==> src/design/assert_macros.svh <==
// Assertion macros used by the frame scaler RTL.
`ifndef ASSERT_MACROS_SVH
`define ASSERT_MACROS_SVH
`ifndef SYNTHESIS
// Property must hold at every clock edge outside reset.
`define BLS_ASSERT(lbl, clk, rst_n, prop) \
    lbl: assert property (@(posedge clk) disable iff (!rst_n) (prop)) \
        else $error("%m: assertion failed");
// Condition must never be seen at a clock edge outside reset.
`define BLS_NEVER(lbl, clk, rst_n, cond) \
    lbl: assert property (@(posedge clk) disable iff (!rst_n) (!(cond))) \
        else $error("%m: forbidden condition seen");
`else
`define BLS_ASSERT(lbl, clk, rst_n, prop)
`define BLS_NEVER(lbl, clk, rst_n, cond)
`endif
`endif

==> src/design/bls_pkg.sv <==
// Types, constants and the reciprocal table of the bilinear frame scaler.
`default_nettype none
package bls_pkg;

    localparam int MUL_W   = 5;   // scale multiplier and divisor
    localparam int DIM_W   = 13;  // destination size registers
    localparam int DST_W   = 12;  // destination coordinates
    localparam int SRC_W   = 8;   // source coordinates of a write
    localparam int RGB_W   = 24;
    localparam int CH_W    = 8;
    localparam int NX_W    = 17;  // destination coordinate times divisor
    localparam int CRD_W   = 18;  // source coordinate with room for the right neighbour
    localparam int RCP_W   = 24;
    localparam int RCP_SH  = 23;
    localparam int WGT_W   = 10;
    localparam int SUM_W   = 18;
    localparam int QUO_W   = 13;

    localparam logic KIND_WRITE   = 1'b0;
    localparam logic KIND_COMPUTE = 1'b1;

    localparam logic [MUL_W-1:0] RST_MULT  = 5'd2;
    localparam logic [MUL_W-1:0] RST_DIV   = 5'd1;
    localparam logic [DIM_W-1:0] RST_DST_W = 13'd512;
    localparam logic [DIM_W-1:0] RST_DST_H = 13'd480;

    typedef enum logic [1:0] {
        CFG_MULT  = 2'd0,
        CFG_DIV   = 2'd1,
        CFG_DST_W = 2'd2,
        CFG_DST_H = 2'd3
    } t_cfg_reg;

    typedef struct packed {
        logic             kind;
        logic [SRC_W-1:0] src_col;
        logic [SRC_W-1:0] src_row;
        logic [RGB_W-1:0] src_rgb;
        logic [DST_W-1:0] dst_col;
        logic [DST_W-1:0] dst_row;
    } t_in_item;

    typedef struct packed {
        logic [CH_W-1:0] red;
        logic [CH_W-1:0] green;
        logic [CH_W-1:0] blue;
        logic            out_of_range;
    } t_out_item;

    // Everything the blending stages need besides the four pixels.
    typedef struct packed {
        logic                       oor;
        logic                       x_par;
        logic                       y_par;
        logic [3:0]                 nb_ok;
        logic [3:0][WGT_W-1:0]      wgt;
        logic [RCP_W-1:0]           rcp;
    } t_blend_ctl;

    // Address bits that one parity bank needs along a source dimension.
    function automatic int bank_bits(input int n);
        return ($clog2(n) < 2) ? 1 : $clog2(n) - 1;
    endfunction

    // ceil(2^23 / m); a zero multiplier counts as one.
    function automatic logic [RCP_W-1:0] recip(input logic [MUL_W-1:0] m);
        logic [RCP_W-1:0] r;
        unique case (m)
            5'd2:    r = 24'd4194304;
            5'd3:    r = 24'd2796203;
            5'd4:    r = 24'd2097152;
            5'd5:    r = 24'd1677722;
            5'd6:    r = 24'd1398102;
            5'd7:    r = 24'd1198373;
            5'd8:    r = 24'd1048576;
            5'd9:    r = 24'd932068;
            5'd10:   r = 24'd838861;
            5'd11:   r = 24'd762601;
            5'd12:   r = 24'd699051;
            5'd13:   r = 24'd645278;
            5'd14:   r = 24'd599187;
            5'd15:   r = 24'd559241;
            5'd16:   r = 24'd524288;
            5'd17:   r = 24'd493448;
            5'd18:   r = 24'd466034;
            5'd19:   r = 24'd441506;
            5'd20:   r = 24'd419431;
            5'd21:   r = 24'd399458;
            5'd22:   r = 24'd381301;
            5'd23:   r = 24'd364723;
            5'd24:   r = 24'd349526;
            5'd25:   r = 24'd335545;
            5'd26:   r = 24'd322639;
            5'd27:   r = 24'd310690;
            5'd28:   r = 24'd299594;
            5'd29:   r = 24'd289263;
            5'd30:   r = 24'd279621;
            5'd31:   r = 24'd270601;
            default: r = 24'd8388608;
        endcase
        return r;
    endfunction

endpackage
`default_nettype wire

==> src/design/bls_coord.sv <==
// Source position, fraction, weights and bank addresses: three pipeline stages.
`default_nettype none
module bls_coord #(
    parameter int SRC_WIDTH  = 256,
    parameter int SRC_HEIGHT = 256,
    localparam int CB = bls_pkg::bank_bits(SRC_WIDTH),
    localparam int RB = bls_pkg::bank_bits(SRC_HEIGHT),
    localparam int AW = CB + RB
) (
    input  logic                          i_clk,
    input  logic                          i_rst_n,
    input  logic                          i_valid,
    output logic                          o_ready,
    input  bls_pkg::t_in_item             i_data,
    input  logic [bls_pkg::MUL_W-1:0]     i_mult,
    input  logic [bls_pkg::MUL_W-1:0]     i_div,
    input  logic [bls_pkg::DIM_W-1:0]     i_dst_w,
    input  logic [bls_pkg::DIM_W-1:0]     i_dst_h,
    output logic                          o_valid,
    input  logic                          i_ready,
    output bls_pkg::t_blend_ctl           o_ctl,
    output logic [3:0][AW-1:0]            o_rd_addr,
    output logic                          o_wr_en,
    output logic [1:0]                    o_wr_bank,
    output logic [AW-1:0]                 o_wr_addr,
    output logic [bls_pkg::RGB_W-1:0]     o_wr_data
);
    import bls_pkg::*;

    localparam logic [CRD_W-1:0] LIM_X = CRD_W'(SRC_WIDTH);
    localparam logic [CRD_W-1:0] LIM_Y = CRD_W'(SRC_HEIGHT);

    logic rdy_a, rdy_b, rdy_c, adv_c;
    logic r_v_a, r_v_b, r_v_c;

    // Stage A: ratio products and destination checks.
    logic [MUL_W-1:0] n_m, n_d;
    logic [NX_W-1:0]  n_nx, n_ny;
    logic             n_oor, n_lastc, n_lastr;

    logic             r_a_kind, r_a_oor, r_a_lastc, r_a_lastr;
    logic [NX_W-1:0]  r_a_nx, r_a_ny;
    logic [MUL_W-1:0] r_a_m;
    logic [RCP_W-1:0] r_a_rcp;
    logic [SRC_W-1:0] r_a_col, r_a_row;
    logic [RGB_W-1:0] r_a_rgb;

    always_comb begin
        n_m     = (i_mult == '0) ? MUL_W'(1) : i_mult;
        n_d     = (i_div == '0) ? MUL_W'(1) : i_div;
        n_nx    = NX_W'(i_data.dst_col) * NX_W'(n_d);
        n_ny    = NX_W'(i_data.dst_row) * NX_W'(n_d);
        n_oor   = (DIM_W'(i_data.dst_col) >= i_dst_w) || (DIM_W'(i_data.dst_row) >= i_dst_h);
        n_lastc = (DIM_W'(i_data.dst_col) + DIM_W'(1)) == i_dst_w;
        n_lastr = (DIM_W'(i_data.dst_row) + DIM_W'(1)) == i_dst_h;
    end

    always_ff @(posedge i_clk) begin
        if (rdy_a) begin
            r_a_kind  <= i_data.kind;
            r_a_oor   <= n_oor;
            r_a_lastc <= n_lastc;
            r_a_lastr <= n_lastr;
            r_a_nx    <= n_nx;
            r_a_ny    <= n_ny;
            r_a_m     <= n_m;
            r_a_rcp   <= recip(n_m);
            r_a_col   <= i_data.src_col;
            r_a_row   <= i_data.src_row;
            r_a_rgb   <= i_data.src_rgb;
        end
    end

    // Stage B: quotient by reciprocal multiplication.
    logic [NX_W+RCP_W-1:0] n_px, n_py;
    logic                  r_b_kind, r_b_oor, r_b_lastc, r_b_lastr;
    logic [NX_W-1:0]       r_b_qx, r_b_qy, r_b_nx, r_b_ny;
    logic [MUL_W-1:0]      r_b_m;
    logic [RCP_W-1:0]      r_b_rcp;
    logic [SRC_W-1:0]      r_b_col, r_b_row;
    logic [RGB_W-1:0]      r_b_rgb;

    always_comb begin
        n_px = (NX_W+RCP_W)'(r_a_nx) * (NX_W+RCP_W)'(r_a_rcp);
        n_py = (NX_W+RCP_W)'(r_a_ny) * (NX_W+RCP_W)'(r_a_rcp);
    end

    always_ff @(posedge i_clk) begin
        if (rdy_b) begin
            r_b_kind  <= r_a_kind;
            r_b_oor   <= r_a_oor;
            r_b_lastc <= r_a_lastc;
            r_b_lastr <= r_a_lastr;
            r_b_qx    <= n_px[RCP_SH +: NX_W];
            r_b_qy    <= n_py[RCP_SH +: NX_W];
            r_b_nx    <= r_a_nx;
            r_b_ny    <= r_a_ny;
            r_b_m     <= r_a_m;
            r_b_rcp   <= r_a_rcp;
            r_b_col   <= r_a_col;
            r_b_row   <= r_a_row;
            r_b_rgb   <= r_a_rgb;
        end
    end

    // Stage C: remainders give the fractions.
    logic [NX_W+MUL_W-1:0] n_mx, n_my;
    logic [NX_W-1:0]       n_rx, n_ry;
    logic                  r_c_kind, r_c_oor, r_c_lastc, r_c_lastr;
    logic [NX_W-1:0]       r_c_qx, r_c_qy;
    logic [MUL_W-1:0]      r_c_fx, r_c_fy, r_c_m;
    logic [RCP_W-1:0]      r_c_rcp;
    logic [SRC_W-1:0]      r_c_col, r_c_row;
    logic [RGB_W-1:0]      r_c_rgb;

    always_comb begin
        n_mx = (NX_W+MUL_W)'(r_b_qx) * (NX_W+MUL_W)'(r_b_m);
        n_my = (NX_W+MUL_W)'(r_b_qy) * (NX_W+MUL_W)'(r_b_m);
        n_rx = r_b_nx - n_mx[NX_W-1:0];
        n_ry = r_b_ny - n_my[NX_W-1:0];
    end

    always_ff @(posedge i_clk) begin
        if (rdy_c) begin
            r_c_kind  <= r_b_kind;
            r_c_oor   <= r_b_oor;
            r_c_lastc <= r_b_lastc;
            r_c_lastr <= r_b_lastr;
            r_c_qx    <= r_b_qx;
            r_c_qy    <= r_b_qy;
            r_c_fx    <= n_rx[MUL_W-1:0];
            r_c_fy    <= n_ry[MUL_W-1:0];
            r_c_m     <= r_b_m;
            r_c_rcp   <= r_b_rcp;
            r_c_col   <= r_b_col;
            r_c_row   <= r_b_row;
            r_c_rgb   <= r_b_rgb;
        end
    end

    // Handshake along the three stages; a write leaves stage C without waiting.
    assign adv_c   = r_v_c && ((r_c_kind == KIND_WRITE) || i_ready);
    assign rdy_c   = !r_v_c || adv_c;
    assign rdy_b   = !r_v_b || rdy_c;
    assign rdy_a   = !r_v_a || rdy_b;
    assign o_ready = rdy_a;
    assign o_valid = r_v_c && (r_c_kind == KIND_COMPUTE);

    always_ff @(posedge i_clk) begin
        if (!i_rst_n) begin
            r_v_a <= 1'b0;
            r_v_b <= 1'b0;
            r_v_c <= 1'b0;
        end else begin
            if (rdy_a) r_v_a <= i_valid;
            if (rdy_b) r_v_b <= r_v_a;
            if (rdy_c) r_v_c <= r_v_b;
        end
    end

    // Neighbours, weights and bank addresses from stage C.
    logic [CRD_W-1:0]      xb, yb, x1, y1;
    logic [1:0][CRD_W-1:0] col_p, row_p;
    logic [MUL_W-1:0]      wl, wr, wt, wb;
    logic                  ok_x0, ok_x1, ok_y0, ok_y1;
    logic [CRD_W-1:0]      wcol, wrow;

    always_comb begin
        xb    = CRD_W'(r_c_qx);
        yb    = CRD_W'(r_c_qy);
        x1    = xb + CRD_W'(1);
        y1    = yb + CRD_W'(1);
        // Bank of parity p holds whichever of the two neighbours has that parity.
        col_p[0] = xb[0] ? x1 : xb;
        col_p[1] = xb[0] ? xb : x1;
        row_p[0] = yb[0] ? y1 : yb;
        row_p[1] = yb[0] ? yb : y1;
        ok_x0 = xb < LIM_X;
        ok_x1 = x1 < LIM_X;
        ok_y0 = yb < LIM_Y;
        ok_y1 = y1 < LIM_Y;
        wl = r_c_m - r_c_fx;
        wr = r_c_lastc ? '0 : r_c_fx;
        wt = r_c_m - r_c_fy;
        wb = r_c_lastr ? '0 : r_c_fy;
        o_ctl.oor    = r_c_oor;
        o_ctl.x_par  = xb[0];
        o_ctl.y_par  = yb[0];
        o_ctl.nb_ok  = {ok_x1 && ok_y1, ok_x0 && ok_y1, ok_x1 && ok_y0, ok_x0 && ok_y0};
        o_ctl.wgt[0] = WGT_W'(wl) * WGT_W'(wt);
        o_ctl.wgt[1] = WGT_W'(wr) * WGT_W'(wt);
        o_ctl.wgt[2] = WGT_W'(wl) * WGT_W'(wb);
        o_ctl.wgt[3] = WGT_W'(wr) * WGT_W'(wb);
        o_ctl.rcp    = r_c_rcp;
        for (int b = 0; b < 4; b++) begin
            o_rd_addr[b] = {row_p[b / 2][RB:1], col_p[b % 2][CB:1]};
        end
        wcol      = CRD_W'(r_c_col);
        wrow      = CRD_W'(r_c_row);
        o_wr_en   = r_v_c && (r_c_kind == KIND_WRITE) && (wcol < LIM_X) && (wrow < LIM_Y);
        o_wr_bank = {wrow[0], wcol[0]};
        o_wr_addr = {wrow[RB:1], wcol[CB:1]};
        o_wr_data = r_c_rgb;
    end

endmodule
`default_nettype wire

==> config.mk <==
export PLATFORM = sky130hd
export DESIGN_NAME = bls_coord
export DESIGN_NICKNAME = d
export VERILOG_FILES = /design/src/design/assert_macros.svh /design/src/design/bls_pkg.sv /design/src/design/bls_coord.sv
export SDC_FILE = /design/constraint.sdc
export NUM_CORES = 2
export LEC_CHECK = 0
export ABC_AREA = 1
export ABC_CLOCK_PERIOD_IN_PS = 8000
export BUFFER_PORTS_ARGS = -buffer_cell sky130_fd_sc_hd__buf_2
export CAP_MARGIN = 20
export CORE_ASPECT_RATIO = 1.25
export CORE_UTILIZATION = 53
export DETAILED_ROUTE_END_ITERATION = 16
export GPL_TIMING_DRIVEN = 0
export PLACE_DENSITY = 0.72
export SYNTH_ARGS = -nofsm -noshare
export SYNTH_HDL_FRONTEND = slang
export SYNTH_SLANG_ARGS = --single-unit
==> constraint.sdc <==
create_clock -name i_clk -period 8 [get_ports i_clk]
set_input_delay 0 -clock i_clk [delete_from_list [all_inputs] [get_ports i_clk]]
set_output_delay 0 -clock i_clk [all_outputs]
set_load 0.02 [all_outputs]
# == After elaboration in Yosys (flattened, before gate mapping) ==
# Memories as Yosys holds them, arrays and structs flattened. A register that Yosys moved wholly into a read port is not among the register bits.
# Index checks and enable logic that the tools add are counted.
# Widths: inputs -> output; s select.
# totals
in_bits,105
out_inout_bits,170
n_memories,1
rom_bits,768
register_bits,320
# classes
n_eq_ne,2
reduce_logical,17
add_sub_neg,8
n_bitwise,1
mux,8
n_lt_le_gt_ge,6
n_mul,10
# memory_table
name,depth,width,rd,rd_ports_with_merged_regs,wr,line,rtl
(no name shown),32,24,1,1,0,bls_pkg.sv:68,unique case (m)
# op_table
operator,n
$mul 17x24->40,2
$mul 5x5->10,4
$add 17x1->18 const B,2
$lt 18x9->1 const B,2
$lt 17x9->1 const B,2
$mul 12x5->17,2
$mul 17x5->5,2
$mux 8,4
$add 12x1->13 const B,2
$eq 13x13->1,2
$ge 12x13->1,2
$mux 5,4
$sub 5x5->5,4
$logic_not 5->1,2
$logic_and 1x1->1,7
$logic_or 1x1->1,5
$logic_not 1->1,3
$not 1->1,1

# == Depth between registers and ports, before layout ==
# depth
ltp_word,6
mapped_depth,27
depth_no_buf,26

# == Worst setup path after synthesis ==
# No wires, ideal clock.
# synth_path
path_kind,register -> register
startpoint,register r_c_kind
endpoint,"register r_a_col[0], enable pin"
period_less_slack_ns,6.017
arrival_ns,5.540
required_time_ns,7.523
path_stages_with_launch,6
slack_ns,1.983
path_buffers,0
setup_time_ns,0.477
cell_sequence,edfxtp_1 > nand2_1 > nor2_1 > inv_1 > nor2_1 > nand2_1
# synth_between
elab_chain_cells,6
# synth_lines
element,line,rtl
start: declaration,bls_coord.sv:109,"logic r_c_kind, r_c_oor, r_c_lastc, r_c_lastr;"
start signal: assignment,bls_coord.sv:125,r_c_kind <= r_b_kind;
$not 1->1,bls_coord.sv:142,assign adv_c = r_v_c && ((r_c_kind == KIND_WRITE) || i_ready);
$logic_or 1x1->1,bls_coord.sv:142,
$logic_and 1x1->1,bls_coord.sv:142,
$logic_or 1x1->1,bls_coord.sv:143,assign rdy_c = !r_v_c || adv_c;
via rdy_c,bls_coord.sv:33,"logic rdy_a, rdy_b, rdy_c, adv_c;"
$logic_or 1x1->1,bls_coord.sv:144,assign rdy_b = !r_v_b || rdy_c;
$logic_or 1x1->1,bls_coord.sv:145,assign rdy_a = !r_v_a || rdy_b;
via o_ready,bls_coord.sv:13,"output logic o_ready,"
end signal: assignment,bls_coord.sv:68,r_a_col <= i_data.src_col;
end: declaration,bls_coord.sv:45,"logic [SRC_W-1:0] r_a_col, r_a_row;"
# The timed path passes the listed nets, and every way through them passes these cells.
# A chain may end at the register's enable or synchronous reset.

# == Final worst setup path ==
# layout_path
startpoint,register r_a_rcp[20]
endpoint,"register r_b_qx[0], data pin"
# layout_between
elab_chain_cells,1
# layout_lines
element,line,rtl
start: declaration,bls_coord.sv:44,logic [RCP_W-1:0] r_a_rcp;
$mul 17x24->40,bls_coord.sv:84,n_px = (NX_W+RCP_W)'(r_a_nx) * (NX_W+RCP_W)'(r_a_rcp);
via n_px[23],bls_coord.sv:75,"logic [NX_W+RCP_W-1:0] n_px, n_py;"
end signal: assignment,bls_coord.sv:94,r_b_qx <= n_px[RCP_SH +: NX_W];
end: declaration,bls_coord.sv:77,"logic [NX_W-1:0] r_b_qx, r_b_qy, r_b_nx, r_b_ny;"
# The timed path passes the listed nets, and every way through them passes these cells.

==> metrics.cfg <==
[run_status]
status = completed

[floorplanning]
coreArea_mm2 = 0.0902
ios = 275
rows = 123
start_util_pct = 53.6
die_height_um = 340
dieArea_mm2 = 0.0924
die_w_um = 272

[sta]
worst_slew_pin_slew_ns = 1.19
whs_ns = 0.0316
setup_tns_ns = 0
finalMaxSlewViolations = 0
finalHoldViolations = 0
fmax_mhz = 131
period_share_pct = 95.7
period_minus_slack_ns = 7.65
finalSetupViolCount = 0
finClkSkew_ns = 0.0169
slew-limit-headroom_pct = 20.6
rsz0062_at_grt = no

[yosys]
synthAdderAreaFrac_pct = 41.7
muxShareOfSynthArea_pct = 0.0207
synthCells = 5712
syn_area_mm2 = 0.0483
synth_warnings = 0
synth_compound_gate_area_share_pct = 4.07
synthFlopType = edfxtp_1
synth_cell_types = 60
synthSimpleGateAreaFrac_pct = 15.8
synth_top_family_by_area = adder cells
synth_edf_count = 341
ys_ff_latch = 344
seq_area_frac_synth_pct = 21.3
syn_avg_cell_area_um2 = 8.46
synth_xor_area_share_pct = 2.78
synth_nets = 6975
synthArstFlopShare_pct = 0

[place]
dp_hpwl_mm = 118
portBuffers = 269
gp_congestion = 1.02
dp.cells = 7171

[detailed_routing]
ant_nets = 0
drtIter0Drc = 2656
drc = 0
routed_wl_mm = 143
vias = 38600
wire_per_inst_um = 19.6
drtPass1Iterations = 6
via_per_inst = 5.30

[cts]
clock_sinks = 344
htree_levels = 2
clk_latency_ns = 0.56
clkTransAtPathRegs_ns = 0.07
root_buffer = clkbuf_16
cts_tree = yes
cts_buffer_depth = 3
cts_buffers = 34

[final_layout]
mostFrequentLayoutCells = inv_1 (1542), nand2_1 (1411), fa_1 (756), ha_1 (402), edfxtp_1 (341)
fin_cells = 7293
area_delta_synth_final_pct = 9.53
nNetsFinal = 7337
final_common_cell = inv_1
drive_above_1_share_pct = 6.93

[setup_path]
crit_type = flip-flop to flip-flop
end_kind = flip-flop
cp-start-kind = flip-flop
worst_ep_arrival_time_ns = 7.95
crit_fanout = 10
cp.required_ns = 8.30

[grt]
grt_max_degree = 79
grt_usage_pct = 31.9
antenna_found_initial = 5
grt_pass1_wl_mm = 223
grt_overflow = 0
grt_pass1_vias = 40400

[min_path]
hp-class = primary input to flip-flop

[run]
cap_viol_max_count = 0

-- worst paths after layout --
kind | start | to | slack [ns] | depth (start not counted)
setup / recovery | r_a_rcp[20] | r_b_qx[0] | 0.35 | 18
hold / removal | i_data[13] | r_a_nx[1] | 0.03 | 4
setup reg to reg | r_a_rcp[20] | r_b_qx[0] | 0.35 | 18
hold reg to reg | r_a_row[7] | r_b_row[7] | 0.41 | 0
-- metal layers --
layer | global-route usage, % | vias up | wire, um
met5 | 0 | - | 32
met4 | 23.3 | 4 | 12400
met3 | 4.63 | 545 | 10000
met2 | 54.2 | 1683 | 68800
met1 | 36.6 | 18800 | 51500
li1 | - | 17600 | -
-- cell usage after synthesis (7+ instances only) --
master	count	area, um2
inv_1	1544	5800
fa_1	756	15100
o21bai_1	18	135
buf_4	32	240
ha_1	402	5030
xnor2_1	57	499
xor2_1	94	823
a21o_1	14	105
nand4_1	24	150
o31ai_1	7	52.6
nor3_1	29	145
buf_2	19	95.1
clkbuf_1	189	709
o21ai_1	7	35.0
nand2_1	1412	5300
nor2_1	290	1090
a21oi_1	165	826
nor4_1	12	75.1
o21ai_0	100	500
edfxtp_1	341	10200
o211ai_1	9	67.6
nand3_1	102	510
-- registers in the layout, summed over array words and instances, names as in the netlist, 8 cells and up --
signal and cells:
r_a_col 8, o_wr_data 24, r_c_qx 17, r_b_rgb 24, r_c_qy 17, r_c_row 8
r_b_rcp 24, r_b_qx 17, r_c_rcp 24, r_a_rcp 24, r_a_nx 17, r_b_qy 17
r_c_col 8, r_a_ny 17, r_a_row 8, r_b_row 8, r_a_rgb 24, r_b_col 8
-- what timing repair did --
action | in CTS | in global routing
hold endpoints to repair | 59 | 0
gates resized for setup | 0 | 0
hold buffers | 54 | 0
buffers inserted | 0 | 0
endpoints found under the setup margin | 0 | 0
-- worst max-delay path, cell delays in order (launching register included) --
cell      delay, ns
edfxtp_1       0.60
clkbuf_1       0.44
clkbuf_1       0.73
nand2_1        0.18
fa_1           0.57
inv_1          0.05
fa_1           0.53
inv_1          0.06
fa_1           0.49
inv_1          0.05
fa_1           0.55
fa_1           0.43
fa_1           0.44
ha_1           0.39
a21oi_1        0.44
o21ai_0        0.40
a21oi_1        0.24
nand3_1        0.28
xor2_1         0.51
-- cells by family after synthesis --
| group | count (synthesis) |
|---|---|
| AND/OR/NAND/NOR | 1910 |
| buffers and inverters | 1796 |
| adder cells (fa/ha/maj) | 1158 |
| AO/OA/AOI/OAI | 351 |
| flip-flops | 344 |
| XOR/XNOR | 152 |
| multiplexers | 1 |
-- through the flow --
step	setup slack, ns	instance area (um2)	util (%)
finish	0.347	52900	58.7
global route	0.188	52900	58.7
CTS	0.640	52900	58.7
detailed placement	0.657	51300	56.8
global placement	-0.525	51200	56.7
floorplan	1.98	48300	-
-- cell type report --
cell class	instances	area, um2
Inverter	1554	5850
Timing Repair Buffer	326	1970
Buffer	242	1070
Clock buffer	36	858
Fill cell	8051	37200
Sequential cell	344	10300
Multi-Input combinational cell	3572	31100
Antenna cell	6	15.0
Tap cell	1187	1490
Clock inverter	26	262
Power is not shown: default switching activity piles up to over one toggle a cycle in this logic, so the estimate is an artifact.
